`src/saabb_pkg.sv`:
```
package saabb_pkg;

    // Shift above the TF fraction bits that gives the saturated time 2.0
    localparam int TIME_SAT_SHIFT = 1;

    typedef struct packed {
        logic neg;   // quotient is negative
        logic inf;   // zero denominator
    } saabb_div_flags_t;

endpackage

```
`src/saabb_axis.sv`:
```
// Per axis front end: doubled gaps, v*frame_time and magnitudes.
module saabb_axis
    import saabb_pkg::*;
#(
    parameter int CB = 24
)(
    input  logic                 clk,
    input  logic                 adv,
    input  logic signed [CB-1:0] mp,
    input  logic        [CB-2:0] ms,
    input  logic signed [CB-1:0] tp,
    input  logic        [CB-2:0] ts,
    input  logic signed [CB-1:0] v,
    input  logic        [15:0]   ft,
    output logic        [CB+9:0] n_in,
    output logic        [CB+9:0] n_out,
    output logic        [CB+15:0] dmag,
    output logic                 neg_in,
    output logic                 neg_out,
    output logic                 gin_neg,
    output logic                 inf
);
    localparam int GW = CB + 3;
    localparam int PW = CB + 17;

    logic signed [GW-1:0] gi_reg, go_reg;
    logic signed [PW-1:0] vdt_reg;
    logic signed [GW-1:0] mp2, tp2, msx, tsx, a, b, c, d;

    assign mp2 = GW'(mp) <<< 1;
    assign tp2 = GW'(tp) <<< 1;
    assign msx = GW'({1'b0, ms});
    assign tsx = GW'({1'b0, ts});
    assign a = (tp2 - tsx) - (mp2 + msx);
    assign b = (tp2 + tsx) - (mp2 - msx);
    assign c = b;
    assign d = a;

    always_ff @(posedge clk)
    begin
        if (adv)
        begin
            gi_reg  <= (v > 0) ? a : c;
            go_reg  <= (v > 0) ? b : d;
            vdt_reg <= PW'(v) * PW'($signed({1'b0, ft}));
        end
    end

    logic [GW-1:0] gim, gom;
    logic [PW-1:0] vm;
    assign gim = gi_reg[GW-1] ? GW'(-gi_reg) : GW'(gi_reg);
    assign gom = go_reg[GW-1] ? GW'(-go_reg) : GW'(go_reg);
    assign vm  = vdt_reg[PW-1] ? PW'(-vdt_reg) : PW'(vdt_reg);

    assign n_in    = {gim, 7'b0};
    assign n_out   = {gom, 7'b0};
    assign dmag    = vm[CB+15:0];
    assign neg_in  = (gi_reg != 0) && (gi_reg[GW-1] != vdt_reg[PW-1]);
    assign neg_out = (go_reg != 0) && (go_reg[GW-1] != vdt_reg[PW-1]);
    assign gin_neg = gi_reg[GW-1];
    assign inf     = (vdt_reg == 0);
endmodule

```
`config.mk`:
```
export PLATFORM = sky130hd
export DESIGN_NAME = saabb_axis
export DESIGN_NICKNAME = d
export VERILOG_FILES = /design/src/saabb_pkg.sv /design/src/saabb_axis.sv
export SDC_FILE = /design/constraint.sdc
export NUM_CORES = 1
export LEC_CHECK = 0
export BUFFER_PORTS_ARGS = -buffer_cell sky130_fd_sc_hd__buf_2
export CAP_MARGIN = 10
export CORE_AREA = 3 3 288 290
export DETAILED_ROUTE_END_ITERATION = 10
export DIE_AREA = 0 0 291 293
export SLEW_MARGIN = 20
export SYNTH_ARGS = -nofsm -noshare
export SYNTH_HDL_FRONTEND = slang
export SYNTH_SLANG_ARGS = --single-unit
```
`constraint.sdc`:
```
create_clock -name clk -period 8 [get_ports clk]
set_input_delay 0 -clock clk [delete_from_list [all_inputs] [get_ports clk]]
set_output_delay 0 -clock clk [all_outputs]
set_load 0.02 [all_outputs]
```
# After elaboration in Yosys (flattened, before gate mapping)
# Cells that the tools add are included.
[op_classes]
magnitude_cmp = 1
n_reduce_logical = 5
mul = 1
mux = 5
n_eq_ne = 2
addsub = 9
[op_table]
columns = ["op", "n"]
rows = [
  ["2-to-1 mux 27 bit", 4],
  ["nonzero test 32 bit", 2],
  ["negator 27 bit", 2],
  ["subtractor 26 x 26 -> 27 bit", 2],
  ["adder 25 x 24 -> 26 bit", 2],
  ["subtractor 25 x 24 -> 26 bit", 2],
  ["logical NOT 41 bit", 1],
  ["multiplier 24 x 17 -> 41 bit", 1],
  ["2-to-1 mux 40 bit", 1],
  ["negator 40 bit", 1],
  ["> comparator 24 x 1 -> 1 bit, second input constant", 1],
  ["logical AND 1 bit", 2],
  ["inequality test 1 bit", 2],
]
[totals]
word_cells = 26
reg_bits = 95
inputBits = 136

# Depth between registers and ports, before layout
[logic_depth]
ltp_word = 3
depth_mapped = 27
depth_no_buf = 25

# Worst setup path before layout
# OpenSTA, ideal clock, no wires.
[synth_timing]
path_type = "input to register"
start = "input port v[23]"
end = "register vdt_reg[39] (data pin)"
path_slack_ns = 1.866
stages = 23
arrival_time_ns = 5.869
path_buffers = 3
cell_sequence = "clkbuf_1 clkbuf_1 nand2_1 fa_1 inv_1 fa_1 fa_1 fa_1 fa_1 inv_1 fa_1 inv_1 ha_1 clkbuf_1 nand4_1 inv_1 and3_1 a311o_1 a31oi_1 o211ai_1 a31oi_1 o21ai_0 xor2_1"
[synth_between]
elab_chain_cells = 1
[synth_lines]
columns = ["item", "line", "text"]
rows = [
  ["start: declaration", "saabb_axis.sv:13", "input logic signed [CB-1:0] v,"],
  ["multiplier 24 x 17 -> 41 bit", "saabb_axis.sv:45", "vdt_reg <= PW'(v) * PW'($signed({1'b0, ft}));"],
  ["end signal: assignment", "saabb_axis.sv:45", ""],
  ["end: declaration", "saabb_axis.sv:27", "logic signed [PW-1:0] vdt_reg;"],
]
# Every way passes these cells.
# A chain may end at the register's enable or synchronous reset.

# Final worst setup path
[layout_timing]
start = "input port ft[2]"
end = "register vdt_reg[39] (data pin)"
[layout_between]
elab_chain_cells = 1
[layout_lines]
columns = ["item", "line", "text"]
rows = [
  ["start: declaration", "saabb_axis.sv:14", "input logic [15:0] ft,"],
  ["multiplier 24 x 17 -> 41 bit", "saabb_axis.sv:45", ""],
]
# Every way passes these cells.

==> out/qor.csv <==
metric;value;unit
outcome;finished, final reports clean;
NumNets Final;3606;
Yosys top cell area share;0.387;
final WL;63400;µm
largest buffer count on any clock path;2;
XOR/XNOR share of the synthesized area;0.0605;
mux contribution to synthesized area;0.00683;
PortBufs;233;
CTS tree;built;
std cell rows;104;
Final Max Tran Viols;0;
number of global-route vias before repair;19100;
# Post-CTS Setup Buffers;0;
Post-CTS Resized;0;
crit path launch type;input pin;
RSZ-0062 raised after global routing;false;
WL/cell;16.2;µm
Top FF cell, synth;edfxtp_1;
Critical Path Most Common Cell;fa_1;
Synth Register Bits;94;
share of cells above drive strength 1;0.0952;
Core Box Area;0.0805;mm²
initial antenna violation count;1;
total gr overflow;0;
max FFs per register;41;
Yosys top cell by area;fa_1;
DRC;0;
crit path time final;6.57;ns
Worst-path clk slew;0.08;ns
commonest cells in the netlist;inv_1 (631), fa_1 (467), nand2_1 (351);
fin crit share;0.822;
largest family of logic cells by synthesized area;adder cells;
DP Wirelength;51800;µm
Hold Path Class;in2reg;
final count of negative-setup-slack endpoints;0;
CP max stage delay;0.79;ns
Setup Crit Path Kind;in2reg;
Final TNS setup;0;ns
max_slew headroom;0.262;
library cells used by synthesis;62;
H-tree Lvls;3;
Compound-Gate Fraction of Synth Area;0.0856;
clk sinks;94;
Initial DRC Count;1051;
Initial Util;0.300;
All-Layer GR Usage;0.152;
Syn Area/Cell;9.02;µm²
Layout fillers;8426;
Mapped Cells;2680;
DRT antenna net count;0;
CP required;8.11;ns
clk root buf;clkbuf_16;
die height;293;µm
ys async rst share;0;
Post-Synth Adder-Cell Area;0.471;
Hold Violations, Final;0;
Critical Path Fanout Max;24;
Crit-path slowest cell;fa_1;
Area Growth Syn to Fin;10.3;%
fmax;0.152;GHz
Vias/cell;4.67;
Yosys warning count;0;
global-route wire length before repair;103000;µm
die area;0.0853;mm²
# diodes;0;
routed vias;18200;
die width;291;µm
Pre-antenna DRT Iters;5;
top-count cell post-synth;inv_1;
register area share after synthesis;0.117;
number of buffers created by CTS;9;
Post-CTS Hold Buffers;2;
Placer Congestion;0.836;
Arr. time, crit path;6.69;ns
Worst-Margin Slew;1.11;ns
largest net degree at the start of global routing;58;
post-synthesis simple-gate area fraction;0.143;
endpoint type of the worst setup path;flip-flop;
Post-Syn Area;0.0242;mm²
Post-synth EDFFs;94;
CP cell instances;buf_2 -> nand2_1 -> fa_1 -> fa_1 -> inv_1 -> fa_1 -> fa_1 -> fa_1 -> inv_1 -> fa_1 -> inv_1 -> ha_1 -> and4_1 -> nand4_1 -> inv_1 -> and3_1 -> a311o_1 -> a31oi_1 -> o211ai_1 -> a31oi_1 -> o21ai_0 -> xor2_1;
main area contributors after synthesis;fa_1 (39%), edfxtp_1 (12%), inv_1 (9.8%);
max-cap violations;0;
Ports;248;
routing by layer:
layer,GRT usage,share of wire,wire (µm),up-vias
li1,-,-,-,8535
met4,0.0325,0.022,1370,0
met2,0.276,0.51,32300,427
met1,0.194,0.42,26700,9204
met3,0.0198,0.048,3070,68
met5,0,0,0,-
per-stage QoR:
| step | instances | util | setup WS (ns) | instance area [µm²] | hold WS (ns) |
|---|---|---|---|---|---|
| floorplan | 2693 | - | 1.87 | 24200 | 0.112 |
| global placement | 3888 | 0.327 | 1.21 | 26300 | 0.380 |
| detailed placement | 3888 | 0.327 | 1.15 | 26300 | 0.381 |
| CTS | 3906 | 0.331 | 1.52 | 26600 | 0.139 |
| global route | 3906 | 0.331 | 0.954 | 26600 | 0.154 |
| finish | 3906 | 0.331 | 1.43 | 26600 | 0.140 |
critical path: cells and delay by family:
kind / cells / cell delay (ns)
xor gates and xnor gates: 1 / 0.16
buffers and inverters: 5 / 0.73
and+or+nand+nor: 4 / 0.78
AOI/OAI and AO/OA: 5 / 1.48
adders and majority gates: 7 / 3.53
cells in the final DEF (no fill, tap or decap), drive strengths merged, types with 10 or more instances in the layout:
cell,n
a21o,26
a21oi,73
a31oi,12
and2,162
buf,237
clkbuf,10
conb,14
edfxtp,94
fa,467
ha,162
inv,635
mux2i,12
nand2,351
nand2b,19
nand3,13
nor2,64
nor3,18
o21a,17
o21ai,102
o31ai,29
o41ai,18
or3,23
or4,15
xnor2,136
xor2,31
path summary, 6_finish.rpt:
kind	startpoint	to	slack, ns	cells past startpoint
worst max-delay path	ft[2]	vdt_reg[39]$_DFFE_PP_	1.43	22
worst min-delay path	adv	go_reg[0]$_DFFE_PP_	0.14	1
cells by family after synthesis:
group | Yosys count
other cells | 1
buf+inv | 733
compound gates | 327
mux | 16
simple gates | 713
fa+ha+maj | 629
flops | 94
xor+xnor | 167
cell type report:
class	instances	area, µm²	share of cell area
multi-input cells	1866	18600	0.697
clock inverters	6	97.6	0.00366
clock buffers	10	229	0.00859
flip-flops and latches	94	2820	0.106
well taps	1060	1330	0.0498
repair buffers	239	1220	0.0457
inverters	631	2370	0.0889
Power is not shown: default switching activity piles up to over one toggle a cycle in this logic, so the estimate is an artifact.
