<file path="config.mk">
export PLATFORM = sky130hd
export DESIGN_NAME = saabb_div
export DESIGN_NICKNAME = d
export VERILOG_FILES = /design/src/saabb_pkg.sv /design/src/saabb_div.sv
export SDC_FILE = /design/constraint.sdc
export NUM_CORES = 2
export LEC_CHECK = 0
export BUFFER_PORTS_ARGS = -buffer_cell sky130_fd_sc_hd__buf_2
export CAP_MARGIN = 20
export CORE_ASPECT_RATIO = 1.5
export CORE_MARGIN = 4
export CORE_UTILIZATION = 55
export CTS_CLUSTER_DIAMETER = 100
export CTS_CLUSTER_SIZE = 10
export DETAILED_ROUTE_END_ITERATION = 8
export PLACE_DENSITY = 0.71
export SLEW_MARGIN = 40
export SYNTH_ARGS = -nofsm -noshare
export SYNTH_HDL_FRONTEND = slang
export SYNTH_SLANG_ARGS = --single-unit
</file>
<file path="constraint.sdc">
create_clock -name clk -period 9.3 [get_ports clk]
set_clock_uncertainty 0.1 [all_clocks]
set_input_delay 1.86 -clock clk [delete_from_list [all_inputs] [get_ports clk]]
set_output_delay 1.86 -clock clk [all_outputs]
set_load 0.01 [all_outputs]
</file>
<file path="src/saabb_pkg.sv">
package saabb_pkg;

    // Shift above the TF fraction bits that gives the saturated time 2.0
    localparam int TIME_SAT_SHIFT = 1;

    typedef struct packed {
        logic neg;   // quotient is negative
        logic inf;   // zero denominator
    } saabb_div_flags_t;

endpackage

</file>
<file path="src/saabb_div.sv">
// Pipelined restoring divider for one time value.
// n = |gap| << 7, d = |den|; q = n/d truncated, TF fraction bits, saturates at 2.0.
// One quotient bit per stage; stall freezes every stage.
module saabb_div
    import saabb_pkg::*;
#(
    parameter int NW = 40,
    parameter int DW = 41,
    parameter int TF = 16
)(
    input  logic          clk,
    input  logic          rst_n,
    input  logic          adv,
    input  logic [NW-1:0] num,
    input  logic [DW-1:0] den,
    output logic [TF+1:0] quo
);
    localparam int RW = DW + 1;
    localparam int NS = TF + 1;
    localparam int CW = ((NW > DW) ? NW : DW) + 2;

    logic [NW-1:0] n_reg [NS];
    logic [DW-1:0] d_reg [NS];
    logic [RW-1:0] r_reg [NS];
    logic [TF+1:0] q_reg [NS];
    logic          s_reg [NS];

    // Stage 0: saturation test and integer bit.
    logic [CW-1:0] twod;
    logic [CW-1:0] nwide;
    logic [CW-1:0] dwide;
    assign nwide = CW'(num);
    assign dwide = CW'(den);
    assign twod  = {dwide[CW-2:0], 1'b0};

    always_ff @(posedge clk)
    begin
        if (adv)
        begin
            n_reg[0] <= num;
            d_reg[0] <= den;
            s_reg[0] <= (nwide >= twod);
            if (nwide >= dwide)
            begin
                q_reg[0] <= {{(TF+1){1'b0}}, 1'b1};
                r_reg[0] <= RW'(nwide - dwide);
            end
            else
            begin
                q_reg[0] <= '0;
                r_reg[0] <= RW'(num);
            end
        end
    end

    for (genvar i = 1; i < NS; i++)
    begin : g_stage
        logic [RW-1:0] sh;
        assign sh = {r_reg[i-1][RW-2:0], 1'b0};
        always_ff @(posedge clk)
        begin
            if (adv)
            begin
                n_reg[i] <= n_reg[i-1];
                d_reg[i] <= d_reg[i-1];
                s_reg[i] <= s_reg[i-1];
                if (sh >= {1'b0, d_reg[i-1]})
                begin
                    r_reg[i] <= sh - {1'b0, d_reg[i-1]};
                    q_reg[i] <= {q_reg[i-1][TF:0], 1'b1};
                end
                else
                begin
                    r_reg[i] <= sh;
                    q_reg[i] <= {q_reg[i-1][TF:0], 1'b0};
                end
            end
        end
    end

    assign quo = s_reg[NS-1] ? (TF+2)'(1) << (TF + TIME_SAT_SHIFT) : q_reg[NS-1];

    logic unused;
    assign unused = rst_n ^ n_reg[NS-1][0];
endmodule

</file>
# After elaboration in Yosys (flattened, before gate mapping)
# Memory sizes are Yosys's and may differ from the RTL's.
# Cells that the tools add are included.
# Widths: inputs -> output; s select.
# word_totals
regBits	0
n_memories	4
mem_bits_rw	1734
word_cells	212
inputBits	84
out_inout_bits	18
# op_classes
mux	139
add_sub_neg	17
bitwise	34
n_lt_le_gt_ge	18
# memory_table
name	depth	width	rd	rd_clocked_by_memory_dff	write_ports	line	text
r_reg	17	42	16	0	17	saabb_div.sv:24	logic [RW-1:0] r_reg [NS];
d_reg	17	41	16	0	17	saabb_div.sv:23	logic [DW-1:0] d_reg [NS];
q_reg	17	18	17	0	17	saabb_div.sv:25	logic [TF+1:0] q_reg [NS];
s_reg	17	1	17	0	17	saabb_div.sv:26	logic s_reg [NS];
# ops
operator	n
$mux 42	17
$ge 42x41->1	16
$sub 42x41->42	16
$mux 18	18
$mux 1	104
$ge 40x42->1	1
$sub 40x41->42	1
$ge 40x41->1	1
$or 1x1->1	34

# Longest topological paths before layout
# An unclocked memory read counts as a cell.
# logic_depth
word_depth	6
mapped_depth	16
mapped_depth_nobuf	14

# Worst setup path before layout
# Ideal clock, no wire load.
# synth_path
path_kind	input to register
from	in num[0]
to	mem r_reg[0][12] in the netlist's numbering, data pin
t_arrival_ps	4899
required_time_ps	8940
setup_time_ps	260
stages	13
n_path_buf	1
setup_slack_ps	4042
path_cell_list	inv_1 ha_1 fa_1 nand2b_1 a21oi_1 a211oi_1 o21ai_0 a221oi_1 o41ai_1 o21ai_1 a31oi_1 clkbuf_1 mux2_2
# synth_rtl
item	line	text
from (decl)	saabb_div.sv:14	input logic [NW-1:0] num,
to (decl)	saabb_div.sv:24	

==> results.toml <==
[placed_design]
place_area_sq_mm = 0.0934
dpl.hpwl_um = 187000
gp_congestion = 0.971
io_buffers = 100
dp_slack_ps = 3220

[power]
p_total_mw = 33.1
p_leak_nw = 40.6
peakVddDrop_uv = 189
powerDensity_mw_per_mm2 = 338

[flow_run]
maxCapViolCount = 0

[route]
drt-initial-drc-count = 3187
drc_errors = 0
wire_per_inst_um = 21.6
ant_nets = 0
vias = 64600
drt_wl_total_um = 235000
avgViaCountPerCell = 5.95
drt_first_pass_iters = 6

[yosys]
syn-num-nets = 9493
synthAdderAreaFrac = 0.105
ys_async_sr_fraction = 0
synth_seq_area_share = 0.492
synth_mux_area_frac = 0.0244
synth_top_area_share = 0.492
synthXorXnorAreaFrac = 0.0553
synth_edf_count = 1481
synth_top_family_by_area = "compound AO/OA/AOI/OAI gates"
synth_cells = 8659
synth_top_cell_by_area = "edfxtp_1"
syn_area_sq_mm = 0.0905
ys_ff_latch = 1482
yosysUniqueCellTypes = 87
yosys_warnings = 0
synthTopCellsByArea = "edfxtp_1, ha_1, a21oi_1, inv_1, o21ai_0"
syn_avg_cell_area_sq_um = 10.4
yosys.area_share.simple = 0.103
yosys-top-cells-count = "edfxtp_1, inv_1, a21oi_1"
synth-compound-area-share = 0.172
ys.flop_type = "edfxtp_1"
synth_most_common_cell = "edfxtp_1"

[timing]
period_needed_ps = 5610
hold_viol = 0
tightest_slew_ps = 934
post-route-period-util = 0.603
fin_ws_ps = 3690
setup_viol = 0
max_freq_mhz = 178
fin_setup_tns_ps = 0
slew_headroom = 0.376
grt_setup_unrepaired = "false"
report.final.slew_viol_count = 0

[global_route]
grt_pass1_wl_um = 358000
antenna_found_initial = 6
grt_max_degree = 159
grt_usage = 0.270
grt_pass1_vias = 67800
grt_overflow_total = 0

[cts]
clk_pin_slew_ps = 50
clockBufferDepth = 3
cts_tree = "built"
cts_setup_buffers = 0
clock_sinks = 1482
ctsHoldBuffers = 0
h-tree-depth = 4
cts.repair.resized = 0
root_buffer = "clkbuf_16"
clock_latency_ps = 830
cts_buffers = 166

[die]
die_h_um = 505
core_area_sq_mm = 0.164
die_area_sq_mm = 0.171
start_util = 0.552
io_pins = 102
die_w_um = 339
num_rows = 182

[worst_setup_path]
cp-start-kind = "register"
worstPathRequired_ps = 9770
rr_worst_depth = 13
worstPathArrival_ps = 6080
worstSetupPathType = "register to register"
endpoint_kind = "register"
path_max_fanout = 31

[cells_and_area]
final_util = 0.599
syn2layout_area_growth_pct = 8.35
drive_above_1_share = 0.0688
nFillCells = 13400
stdcell_area_sq_mm = 0.0980
nNetsFinal = 9553

[min_path]
hp-class = "register to register"
whs_path_depth = 0

[outcome]
outcome = "finished clean"
==> routing by layer <==
metal  up-vias  track usage  part of all wire
met5         -            0                 0
met4         0        0.231              0.10
met3       843       0.0264             0.024
met2      1621        0.581              0.59
met1     30600        0.198              0.28
li1      31500            -                 -
==> logic make-up (layout without fill, tap and decap cells) <==
kind of cell | Yosys count | after routing
other | 0 | 1
flip-flops | 1482 | 1482
adder cells (fa/ha/maj) | 750 | 750
AO/OA/AOI/OAI | 2533 | 2533
buffers and inverters | 1161 | 1242
multiplexers | 190 | 190
AND/OR/NAND/NOR | 1972 | 1972
XOR/XNOR | 571 | 571
==> metrics by stage <==
step	hold slack, ps	instances
6_report	304	10900
5_1_grt	306	10900
4_1_cts	298	10900
3_5_place_dp	305	10700
3_3_place_gp	300	10700
2_1_floorplan	300	8659
==> worst max-delay path: stages, from the launching register on <==
cell       delay [ps]
edfxtp_1          380
inv_1              80
fa_1              470
nor2b_1           170
o31a_1            160
o21ai_0           180
a31oi_1           410
nand4_1           410
a2111oi_1         780
o21ai_0           330
o311ai_0          470
a21o_2            610
buf_4             390
mux2_2            370
==> final timing paths <==
kind,startpoint,end,slack (ps)
worst max-delay path,r_reg[3][0]$_SDFFCE_PP0P_,r_reg[4][4]$_DFFE_PP_,3690
worst min-delay path,q_reg[13][4]$_DFFE_PP_,q_reg[14][5]$_DFFE_PP_,300
worst max register to register,r_reg[3][0]$_SDFFCE_PP0P_,r_reg[4][4]$_DFFE_PP_,3690
worst min register to register,q_reg[13][4]$_DFFE_PP_,q_reg[14][5]$_DFFE_PP_,300
==> placed cells by master, fill, tap and decap left out, types with 16 or more instances in the layout <==
cell type  Yosys  layout
o31ai_1       51      47
nor4_1        29      23
o211ai_1      33      33
o21ai_0      620     618
o21bai_1     105     105
a21oi_1      865     862
ha_1         734     734
nor2b_1      115     114
a221oi_1      23      23
inv_1        886     886
nor3_1        82      79
a41oi_1       21      21
o21a_1        87      86
nand3_1      141     141
nand2b_1      83      83
clkbuf_16      0     167
a21o_1       386     384
nand2_1      646     645
fa_1          16      16
edfxtp_1    1481    1481
a211o_1       18      18
o31a_1        17      17
mux2_2       154     154
and3_1        56      56
or3_1         27      27
buf_4          1      58
nand4_1      144     144
a211oi_1      48      48
a31oi_1       81      75
buf_2         13      99
a21boi_0      29      27
mux2_4        20      20
xnor2_1      317     317
nor2_1       518     518
xor2_1       254     254
and2_1        53      53
==> final cells by class <==
| cell class | count | area [sq um] | share of cell area |
|---|---|---|---|
| tap | 2116 | 2650 | 0.0270 |
| antenna | 1 | 2.50 | 0.0000255 |
| multi-input combinational | 6016 | 41800 | 0.427 |
| sequential | 1482 | 44500 | 0.454 |
| inverter | 886 | 3330 | 0.0339 |
| timing repair buffer | 167 | 1130 | 0.0115 |
| clock inverter | 15 | 388 | 0.00396 |
| clock buffer | 174 | 4210 | 0.0429 |
==> power breakdown <==
part	total, mW	switching [mW]	internal, mW	leakage, nW
logic	16.4	9.75	6.65	23.9
registers	10.9	0.942	9.99	14.5
clock network	5.81	2.59	3.22	2.22
total	33.1	13.3	19.9	40.6
(Power assumes the default switching activity.)
